--- src/rtl/sequence_gap_monitor_assert.svh ---
// ----------------------------------------------------------------------------
// sequence_gap_monitor assertion macros
// shared property forms for the gap monitor checks
// ----------------------------------------------------------------------------
`ifndef SEQUENCE_GAP_MONITOR_ASSERT_SVH
`define SEQUENCE_GAP_MONITOR_ASSERT_SVH

// condition holds in the same cycle as the trigger
`define SGM_ASSERT_NOW(label, trig, cond) \
  label: assert property (@(posedge clk) disable iff (rst) (trig) |-> (cond)) \
    else $error("sequence_gap_monitor: same-cycle check failed");

// condition holds in the cycle after the trigger
`define SGM_ASSERT_NEXT(label, trig, cond) \
  label: assert property (@(posedge clk) disable iff (rst) (trig) |=> (cond)) \
    else $error("sequence_gap_monitor: next-cycle check failed");

`endif

--- src/rtl/sgm_pkg.sv ---
// ----------------------------------------------------------------------------
// sgm_pkg
// sizes, constants and the counter entry type of the sequence gap monitor
// ----------------------------------------------------------------------------
`timescale 1ns / 1ps
`default_nettype none

package sgm_pkg;

  // table size and counter width
  localparam int MAX_TALKERS = 8;
  localparam int COUNT_WIDTH = 32;

  // fixed field widths
  localparam int MAC_W = 48;
  localparam int SEQ_W = 16;
  localparam int OUT_W = 32;
  localparam int IDX_W = 3;

  // derived widths
  localparam int SLOT_W = (MAX_TALKERS > 1) ? $clog2(MAX_TALKERS) : 1;
  localparam int CNT_W  = $clog2(MAX_TALKERS + 1);
  localparam int SUM_W  = ((COUNT_WIDTH > SEQ_W) ? COUNT_WIDTH : SEQ_W) + 1;

  localparam logic [COUNT_WIDTH-1:0] CNT_MAX = {COUNT_WIDTH{1'b1}};

  // one word of the counter memory
  typedef struct packed {
    logic [SEQ_W-1:0]       last_seq;
    logic [COUNT_WIDTH-1:0] frames;
    logic [COUNT_WIDTH-1:0] gaps;
    logic [COUNT_WIDTH-1:0] missing;
  } entry_t;

endpackage

`default_nettype wire

--- src/rtl/sequence_gap_monitor.sv ---
// ----------------------------------------------------------------------------
// sequence_gap_monitor
// per-talker frame counter gap detector with a dump of the talker table
// ----------------------------------------------------------------------------
// known talker frame: accept, address lookup, counter read-modify-write, then
//   ready again; new or dropped talker: accept and address lookup only; no result
// dump of n talkers: busy in the dump state, n results, one per cycle, each
//   registered after its dump read; an empty table gives one result on the next cycle
// unqualified frame: busy stays low; the receiver cannot stall
// reset (rst, synchronous): clears talker count, sequencer and strobe only
`timescale 1ns / 1ps
`default_nettype none

module sequence_gap_monitor (
  input  wire logic                      clk,
  input  wire logic                      rst,
  input  wire logic                      start,
  output logic                           busy,
  input  wire logic                      cmd,
  input  wire logic                      frame_ok,
  input  wire logic [sgm_pkg::MAC_W-1:0] src_mac,
  input  wire logic [sgm_pkg::SEQ_W-1:0] seq_count,
  output logic                           valid,
  output logic [sgm_pkg::IDX_W-1:0]      talker_index,
  output logic [sgm_pkg::MAC_W-1:0]      talker_mac,
  output logic [sgm_pkg::OUT_W-1:0]      frame_total,
  output logic [sgm_pkg::OUT_W-1:0]      gap_total,
  output logic [sgm_pkg::OUT_W-1:0]      missing_total,
  output logic                           no_talker,
  output logic                           last
);

  import sgm_pkg::*;

  `include "sequence_gap_monitor_assert.svh"

  typedef enum logic [1:0] {
    ST_IDLE,
    ST_LOOKUP,
    ST_UPDATE,
    ST_DUMP
  } state_t;

  state_t state;

  // talker count and address table (compared in parallel)
  logic [CNT_W-1:0]  talker_count;
  logic [MAC_W-1:0]  addr_tab [MAX_TALKERS];

  // latched frame fields
  logic [MAC_W-1:0]  mac_r;
  logic [SEQ_W-1:0]  seq_r;

  // slot under update and dump read pointer
  logic [SLOT_W-1:0] slot;
  logic [SLOT_W-1:0] rd_idx;

  // counter memory
  entry_t            mem [MAX_TALKERS];
  logic [SLOT_W-1:0] mem_rd_addr;
  entry_t            rd_data;
  logic              mem_we;
  logic [SLOT_W-1:0] mem_wr_addr;
  entry_t            mem_wr_data;

  // pending result
  logic              pend_valid;
  logic [SLOT_W-1:0] pend_idx;
  logic              pend_none;
  logic              pend_last;

  // address lookup
  logic              found;
  logic [SLOT_W-1:0] match_slot;
  logic              table_full;

  // counter update
  logic [SEQ_W-1:0]       step;
  logic [SEQ_W-1:0]       miss_add;
  logic                   is_gap;
  logic [SUM_W-1:0]       miss_sum;
  logic [COUNT_WIDTH-1:0] frames_next;
  logic [COUNT_WIDTH-1:0] gaps_next;
  logic [COUNT_WIDTH-1:0] missing_next;
  entry_t                 new_entry;

  assign busy       = (state != ST_IDLE);
  assign table_full = (talker_count == CNT_W'(MAX_TALKERS));

  // match against all allocated slots
  always_comb begin
    found      = 1'b0;
    match_slot = '0;
    for (int i = 0; i < MAX_TALKERS; i++) begin
      if ((CNT_W'(i) < talker_count) && (addr_tab[i] == mac_r)) begin
        found      = 1'b1;
        match_slot = SLOT_W'(i);
      end
    end
  end

  // saturating counter arithmetic on the entry read back
  always_comb begin
    step      = seq_r - rd_data.last_seq;
    is_gap    = (step != SEQ_W'(1));
    miss_add  = step - SEQ_W'(1);
    miss_sum  = SUM_W'(rd_data.missing) + SUM_W'(miss_add);
    frames_next = (rd_data.frames == CNT_MAX) ? rd_data.frames
                                              : rd_data.frames + COUNT_WIDTH'(1);
    if (!is_gap) begin
      gaps_next    = rd_data.gaps;
      missing_next = rd_data.missing;
    end else begin
      gaps_next    = (rd_data.gaps == CNT_MAX) ? rd_data.gaps
                                               : rd_data.gaps + COUNT_WIDTH'(1);
      missing_next = (miss_sum > SUM_W'(CNT_MAX)) ? CNT_MAX
                                                  : miss_sum[COUNT_WIDTH-1:0];
    end
  end

  // fresh entry for a new talker
  always_comb begin
    new_entry.last_seq = seq_r;
    new_entry.frames   = COUNT_WIDTH'(1);
    new_entry.gaps     = '0;
    new_entry.missing  = '0;
  end

  // memory port control
  always_comb begin
    mem_rd_addr = (state == ST_DUMP) ? rd_idx : match_slot;
    mem_we      = 1'b0;
    mem_wr_addr = slot;
    mem_wr_data = new_entry;
    case (state)
      ST_LOOKUP: begin
        if (!found && !table_full) begin
          mem_we      = 1'b1;
          mem_wr_addr = talker_count[SLOT_W-1:0];
        end
      end
      ST_UPDATE: begin
        mem_we               = 1'b1;
        mem_wr_data.last_seq = seq_r;
        mem_wr_data.frames   = frames_next;
        mem_wr_data.gaps     = gaps_next;
        mem_wr_data.missing  = missing_next;
      end
      default: begin
        mem_we = 1'b0;
      end
    endcase
  end

  // counter memory, registered read
  always_ff @(posedge clk) begin
    if (mem_we) begin
      mem[mem_wr_addr] <= mem_wr_data;
    end
    rd_data <= mem[mem_rd_addr];
  end

  // address table write on allocation
  always_ff @(posedge clk) begin
    if (state == ST_LOOKUP && !found && !table_full) begin
      addr_tab[talker_count[SLOT_W-1:0]] <= mac_r;
    end
  end

  // sequencer and registered result controls
  always_ff @(posedge clk) begin
    if (rst) begin
      state        <= ST_IDLE;
      talker_count <= '0;
      pend_valid   <= 1'b0;
    end else begin
      pend_valid <= 1'b0;
      case (state)
        ST_IDLE: begin
          if (start) begin
            mac_r <= src_mac;
            seq_r <= seq_count;
            if (cmd) begin
              if (talker_count == '0) begin
                pend_valid <= 1'b1;
                pend_none  <= 1'b1;
                pend_last  <= 1'b1;
                pend_idx   <= '0;
              end else begin
                rd_idx <= '0;
                state  <= ST_DUMP;
              end
            end else if (frame_ok) begin
              state <= ST_LOOKUP;
            end
          end
        end
        ST_LOOKUP: begin
          slot <= match_slot;
          if (found) begin
            state <= ST_UPDATE;
          end else begin
            if (!table_full) begin
              talker_count <= talker_count + CNT_W'(1);
            end
            state <= ST_IDLE;
          end
        end
        ST_UPDATE: begin
          state <= ST_IDLE;
        end
        ST_DUMP: begin
          pend_valid <= 1'b1;
          pend_none  <= 1'b0;
          pend_idx   <= rd_idx;
          pend_last  <= (CNT_W'(rd_idx) == talker_count - CNT_W'(1));
          if (CNT_W'(rd_idx) == talker_count - CNT_W'(1)) begin
            state <= ST_IDLE;
          end else begin
            rd_idx <= rd_idx + SLOT_W'(1);
          end
        end
        default: begin
          state <= ST_IDLE;
        end
      endcase
    end
  end

  // result ports
  assign valid         = pend_valid;
  assign no_talker     = pend_none;
  assign last          = pend_last;
  assign talker_index  = pend_none ? '0 : IDX_W'(pend_idx);
  assign talker_mac    = pend_none ? '0 : addr_tab[pend_idx];
  assign frame_total   = pend_none ? '0 : OUT_W'(rd_data.frames);
  assign gap_total     = pend_none ? '0 : OUT_W'(rd_data.gaps);
  assign missing_total = pend_none ? '0 : OUT_W'(rd_data.missing);

  // checks
  `SGM_ASSERT_NOW(a_count_range, 1'b1, talker_count <= CNT_W'(MAX_TALKERS))
  `SGM_ASSERT_NOW(a_none_is_last, valid && no_talker, last)
  `SGM_ASSERT_NOW(a_none_when_empty, valid && no_talker, talker_count == '0)
  `SGM_ASSERT_NOW(a_update_slot_alloc, state == ST_UPDATE, CNT_W'(slot) < talker_count)
  `SGM_ASSERT_NEXT(a_unqualified_idle, start && !busy && !cmd && !frame_ok, !busy)

endmodule

`default_nettype wire
--- config.mk ---
export PLATFORM = sky130hd
export DESIGN_NAME = sequence_gap_monitor
export DESIGN_NICKNAME = d
export VERILOG_FILES = /design/src/rtl/sgm_pkg.sv /design/src/rtl/sequence_gap_monitor.sv
export VERILOG_INCLUDE_DIRS = /design/src /design/src/rtl
export SDC_FILE = /design/constraint.sdc
export NUM_CORES = 2
export LEC_CHECK = 0
export ABC_AREA = 0
export BUFFER_PORTS_ARGS = -buffer_cell sky130_fd_sc_hd__buf_2
export CAP_MARGIN = 20
export CELL_PAD_IN_SITES_DETAIL_PLACEMENT = 0
export CELL_PAD_IN_SITES_GLOBAL_PLACEMENT = 2
export CORE_AREA = 8 8 418 420
export DETAILED_ROUTE_END_ITERATION = 10
export DIE_AREA = 0 0 426 428
export PLACE_DENSITY_LB_ADDON = 0.1
export SLEW_MARGIN = 30
export SYNTH_ARGS = -nofsm -noshare
export SYNTH_HDL_FRONTEND = slang
export SYNTH_SLANG_ARGS = --single-unit
--- constraint.sdc ---
create_clock -name clk -period 8.2 [get_ports clk]
set_input_delay 1.64 -clock clk [delete_from_list [all_inputs] [get_ports clk]]
set_output_delay 1.64 -clock clk [all_outputs]
set_load 0.1 [all_outputs]
== Word-level counts from Yosys, hierarchy flattened ==
Memory sizes are Yosys's and may differ from the RTL's. A register that Yosys moved wholly into a read port is not among the register bits.
Cells that the tools add are included.

* $add $sub $neg: 8
* Reductions and logical operators: 23
* Equal/unequal tests: 24
* Magnitude comparators: 9
* Bitwise operators: 3
* Mux-type cells: 61

{| class="wikitable"
|+ Operator list
! kind !! number
|-
| equality test 48 bit || 8
|-
| 2-to-1 mux 32 bit || 8
|-
| 2-to-1 mux 96 bit || 1
|-
| adder 32 x 1 -> 32 bit (second input constant) || 2
|-
| equality test 32 bit (second input constant) || 2
|-
| 2-to-1 mux 3 bit || 18
|-
| 2-to-1 mux 48 bit || 1
|-
| adder 32 x 16 -> 33 bit || 1
|-
| greater-than comparator 33 x 32 -> 1 bit (second input constant) || 1
|-
| 2-to-1 mux 1 bit || 20
|-
| < comparator 3 x 4 -> 1 bit (first input constant) || 4
|-
| != test 16 x 1 -> 1 bit (second input constant) || 1
|-
| subtractor 16 x 1 -> 16 bit (second input constant) || 1
|-
| subtractor 16 bit || 1
|-
| 2-to-1 mux 2 bit || 6
|-
| one-hot mux 3 bit (2 select lines) || 2
|-
| logical AND 1 bit || 11
|-
| != test 2 bit (second input constant) || 5
|-
| < comparator 1 x 4 -> 1 bit (first input constant) || 2
|-
| < comparator 2 x 4 -> 1 bit (first input constant) || 2
|-
| one-hot mux 1 bit (2 select lines) || 4
|-
| one-hot mux 2 bit (4 select lines) || 1
|-
| != test 3 bit (second input constant) || 2
|-
| AND reduction 3 bit || 2
|-
| 17 further kinds || 22
|}

* Bits in writable memories: 1280
* Input port bits: 69
* Bits in registers: 82
* Memories: 2

{| class="wikitable"
|+ Memories
! name !! depth !! bits a word !! rd ports !! clocked after Yosys merged registers in !! wr ports !! RTL line !! RTL
|-
| mem || 8 || 112 || 1 || 1 || 1 || sequence_gap_monitor.sv:59 || <nowiki>entry_t mem [MAX_TALKERS];</nowiki>
|-
| addr_tab || 8 || 48 || 9 || 1 || 1 || sequence_gap_monitor.sv:48 || <nowiki>logic [MAC_W-1:0] addr_tab [MAX_TALKERS];</nowiki>
|}

== Longest topological paths before layout ==
An unclocked memory read counts as a cell.

* Depth in word-level cells: 17
* Depth in mapped cells: 25
* Mapped depth without buffers: 23

== Least setup slack after synthesis ==
No wires, ideal clock.

* Path type: reg-to-reg
* Start point: reg mac_r[18]
* End point: mem mem[5][0] (netlist bit) (enable)
* Data arrival time: 7405 ps
* Period minus slack after synthesis: 7990 ps
* Required time: 7616 ps
* Setup time: 584 ps
* Cell stages (with the launch flop): 12
* Slack: 210 ps
* Buffers on the path: 2
* Cell sequence: edfxtp_1 -> buf_4 -> xor2_1 -> or4b_1 -> or4b_4 -> nor4_4 -> or3b_1 -> or3_1 -> clkbuf_1 -> and3_1 -> o21ai_1 -> nor2_1

* Cells in the longest elaborated chain, start to end: 16

{| class="wikitable"
|+ RTL lines
! element !! RTL line !! RTL
|-
| start: declaration || sequence_gap_monitor.sv:51 || <nowiki>logic [MAC_W-1:0] mac_r;</nowiki>
|-
| start signal: assignment || sequence_gap_monitor.sv:181 || <nowiki>mac_r <= src_mac;</nowiki>
|-
| equality test 48 bit || sequence_gap_monitor.sv:95 || <nowiki>if ((CNT_W'(i) < talker_count) && (addr_tab[i] == mac_r)) begin</nowiki>
|-
| logical AND 1 bit || sequence_gap_monitor.sv:95 ||
|-
| 2-to-1 mux 1 bit (7 in series) || sequence_gap_monitor.sv:95 ||
|-
| 2-to-1 mux 1 bit (*) || sequence_gap_monitor.sv:95 ||
|-
| zero test 1 bit (*) || sequence_gap_monitor.sv:137 || <nowiki>if (!found && !table_full) begin</nowiki>
|-
| logical AND 1 bit (*) || sequence_gap_monitor.sv:137 ||
|-
| 2-to-1 mux 1 bit || sequence_gap_monitor.sv:137 ||
|-
| one-hot mux 1 bit (2 select lines) || sequence_gap_monitor.sv:135 || <nowiki>case (state)</nowiki>
|-
| 2-to-1 mux 1 bit || sequence_gap_monitor.sv:157 || <nowiki>if (mem_we) begin</nowiki>
|-
| 2-to-1 mux 1 bit (not written as such) || sequence_gap_monitor.sv:158 || <nowiki>mem[mem_wr_addr] <= mem_wr_data;</nowiki>
|-
| end: declaration || sequence_gap_monitor.sv:59 ||
|}

Mark *: on every way between the ends. The rest lies on a longest branch, timed or not.

==> impl_metrics.json <==
{
  "synth_edf_count": 1355,
  "cp.arrival_ns": 7.48,
  "die_w_um": 426,
  "die_h_um": 428,
  "syn_area_um2": 68300,
  "crit_path_max_incr_delay_ns": 0.78,
  "gp_congestion": 0.989,
  "mostFrequentLayoutCells": "1355 x edfxtp_1, 402 x mux2i_1, 322 x nand2_1, 267 x a21oi_1, 234 x xor2_1",
  "grt_max_degree": 129,
  "wire_per_inst_um": 29.7,
  "yosys_warnings": 0,
  "path_clk_slew_ns": 0.06,
  "setup_slack_ns": 1.21,
  "drcViolationCount": 0,
  "post_cts_buffers": 0,
  "rr_worst_depth": 22,
  "post-place-ws_ns": 1.27,
  "ys_seq_elements": 1477,
  "cp_max_fo": 18,
  "period_share": 0.853,
  "status": "complete, no violations",
  "final_nets": 5230,
  "crit_slowest_cell": "a311o_1",
  "max-cap-violations": 0,
  "via_count": 43400,
  "nFillCells": 15000,
  "port_buffers": 219,
  "holdBufCountCts": 0,
  "syn_nets": 5077,
  "leakage_nw": 27.1,
  "r2r_setup_slack_ns": 1.21,
  "worstHoldStart": "pend_idx[0]",
  "hp-class": "register to register",
  "initial_core_util": 0.406,
  "ys_seq_area_frac": 0.631,
  "r2r_end": "mem[0][23]",
  "synth_flop_cell": "edfxtp_1",
  "avgSynthCellArea_um2": 13.8,
  "vdd_drop_max_v": 0.000219,
  "endpoint_kind": "register",
  "worst_pin_slew_ns": 1.03,
  "num_rows": 151,
  "layout-drive-gt1-share": 0.145,
  "cts_resized": 0,
  "synth_top_cells_by_area": "edfxtp_1 60%, mux2i_1 5.9%, dfxtp_1 3.6%, mux4_2 3.2%, xor2_1 3.0%",
  "final_common_cell": "edfxtp_1",
  "setup_viol": 0,
  "grt_use_total": 0.237,
  "first_pass_iters": 5,
  "yosys.area.top_type": "edfxtp_1",
  "clock-sinks": 1477,
  "routed_via_density": 5.80,
  "slew_violations": 0,
  "synthArstFlopShare": 0,
  "die_area_um2": 182000,
  "area_growth_pct": 13.5,
  "clockRootBuffer": "clkbuf_16",
  "synth_top_area_frac": 0.596,
  "crit_family": "simple AND/OR/NAND/NOR gates",
  "grt_pass1_wl_um": 316000,
  "antenna_found_initial": 4,
  "yosysUniqueCellTypes": 94,
  "fp.coreArea_um2": 168000,
  "fin_setup_tns_ns": 0,
  "critPathBufInv": 1,
  "drt-initial-drc-count": 3850,
  "final_antenna_net_count": 0,
  "crit_type": "register to register",
  "maxSlewHeadroom": 0.310,
  "grt_overflow": 0,
  "rsz0062_at_grt": "no",
  "dp_hpwl_um": 139000,
  "startpoint_type": "register",
  "max_freq_ghz": 0.143,
  "fin_crit_ns": 6.99,
  "wirelength_um": 222000,
  "cts_tree": "done",
  "cts-buffers-inserted": 168,
  "grt_pass1_vias": 42600,
  "clkLatencyLatePin_ns": 0.81,
  "worstPathRequired_ns": 8.69,
  "path_cells": "inv_1 > ha_1 > fa_1 > nor2b_1 > o21a_1 > o21ai_2 > a311oi_1 > nand4_1 > or3_1 > nor2_1 > xor2_1 > ha_1 > a21o_1 > a21o_1 > a21o_1 > a21oi_1 > nor2b_1 > a311o_1 > nand4_1 > nand4_1 > mux2i_1 > nor3_1",
  "postSynthCellCount": 4959,
  "cts_buffer_depth": 3,
  "power.density_nw_per_um2": 217,
  "reg2reg_from": "seq_r[0]",
  "fin_skew_ns": 0.0298,
  "hold_depth": 1,
  "finalHoldViolations": 0,
  "ios": 220,
  "cts_max_level": 4
}
-- through the flow --
stage	std cells	util	power, mW	area [um2]	hold WS (ns)
2_1_floorplan	4959	-	9.06	68300	0.468
3_3_place_gp	7154	0.427	9.43	71800	0.518
3_5_place_dp	7158	0.428	9.42	71900	0.526
4_1_cts	7472	0.461	17.0	77500	0.528
5_1_grt	7476	0.461	17.4	77500	0.524
6_report	7478	0.461	16.9	77500	0.523
-- worst reg2reg max path, cell delays in order (launching register included) --
cell and delay, ns:
edfxtp_1 0.47, inv_1 0.08, ha_1 0.22, fa_1 0.43, nor2b_1 0.14, o21a_1 0.18
o21ai_2 0.11, a311oi_1 0.62, nand4_1 0.23, or3_1 0.42, nor2_1 0.13, xor2_1 0.09
ha_1 0.40, a21o_1 0.14, a21o_1 0.13, a21o_1 0.11, a21oi_1 0.06, nor2b_1 0.12
a311o_1 0.78, nand4_1 0.80, nand4_1 0.32, mux2i_1 0.10, nor3_1 0.62
-- routing by layer --
| metal | track usage | vias up | share of wire |
|---|---|---|---|
| met1 | 0.331 | 22300 | 0.45 |
| li1 | - | 19400 | - |
| met2 | 0.382 | 1356 | 0.47 |
| met5 | 0 | - | 0 |
| met3 | 0.0316 | 323 | 0.050 |
| met4 | 0.0797 | 0 | 0.035 |
-- power breakdown --
group / switching [mW] / total (mW) / leakage, nW / internal, mW
Sequential: 0.116 / 8.36 / 13.0 / 8.24
Combinational: 0.616 / 0.909 / 11.3 / 0.293
Clock: 3.12 / 7.59 / 2.72 / 4.47
-- state kept, by name (all words and copies together), names as in the netlist, 2 cells and up, named ones only --
register      flops
rd_idx            3
pend_idx          3
state             2
talker_count      4
seq_r            16
mac_r            48
addr_tab        384
slot              3
rd_data         112
mem             896
-- worst max path at each step --
stage,slack [ns],cells past startpoint,to,start
global route,0.66,23,mem[3][20],seq_r[0]
CTS,1.22,22,mem[0][23],seq_r[0]
floorplan,0.21,11,mem[5][0],mac_r[18]
global placement,1.25,22,mem[0][23],seq_r[0]
detailed placement,1.27,22,mem[1][23],seq_r[0]
finish,1.21,22,mem[0][23],seq_r[0]
-- cells by family after synthesis --
family / after synthesis / share of synthesized area
muxes: 501 / 0.0910
AOI/OAI and AO/OA: 672 / 0.0720
adders and majority gates: 49 / 0.00919
and+or+nand+nor: 1439 / 0.115
xor gates and xnor gates: 426 / 0.0546
DFF: 1477 / 0.631
buffers and inverters: 395 / 0.0266
-- synthesized netlist by cell type, drive strengths merged, types with 3 or more instances --
library cell and count:
o21a 8, nand4b 6, xor2 234, xnor2 192, dfxtp 122, o41ai 3
nand2b 37, or3 20, or2 4, nand4 92, nor4b 5, and3 136
a211oi 122, a311oi 16, a32o 111, and2 14, edfxtp 1355, o22ai 4
or4b 4, mux2i 402, nor3 59, or4 15, o2111ai 8, o211ai 5
a21o 13, inv 62, a31oi 17, o31ai 8, mux2 3, nor2 189
clkbuf 164, nor3b 120, mux4 96, o21ai 48, ha 47, nand3b 6
nand2 323, buf 168, and4 13, nand3 55, a21oi 268, a2111oi 11
nor4 203, a41oi 5, nor2b 132
-- layout make-up --
| type | count | area, um2 | area share |
|---|---|---|---|
| multi-input cells | 3087 | 23600 | 0.304 |
| clock inverters | 97 | 1070 | 0.0138 |
| diodes | 4 | 10.0 | 0.000129 |
| clock buffers | 217 | 4510 | 0.0582 |
| flip-flops and latches | 1477 | 43100 | 0.556 |
| repair buffers | 315 | 2210 | 0.0285 |
| inverters | 63 | 238 | 0.00307 |
| well taps | 2218 | 2780 | 0.0358 |
No activity file was read; power rests on OpenSTA's default activity.
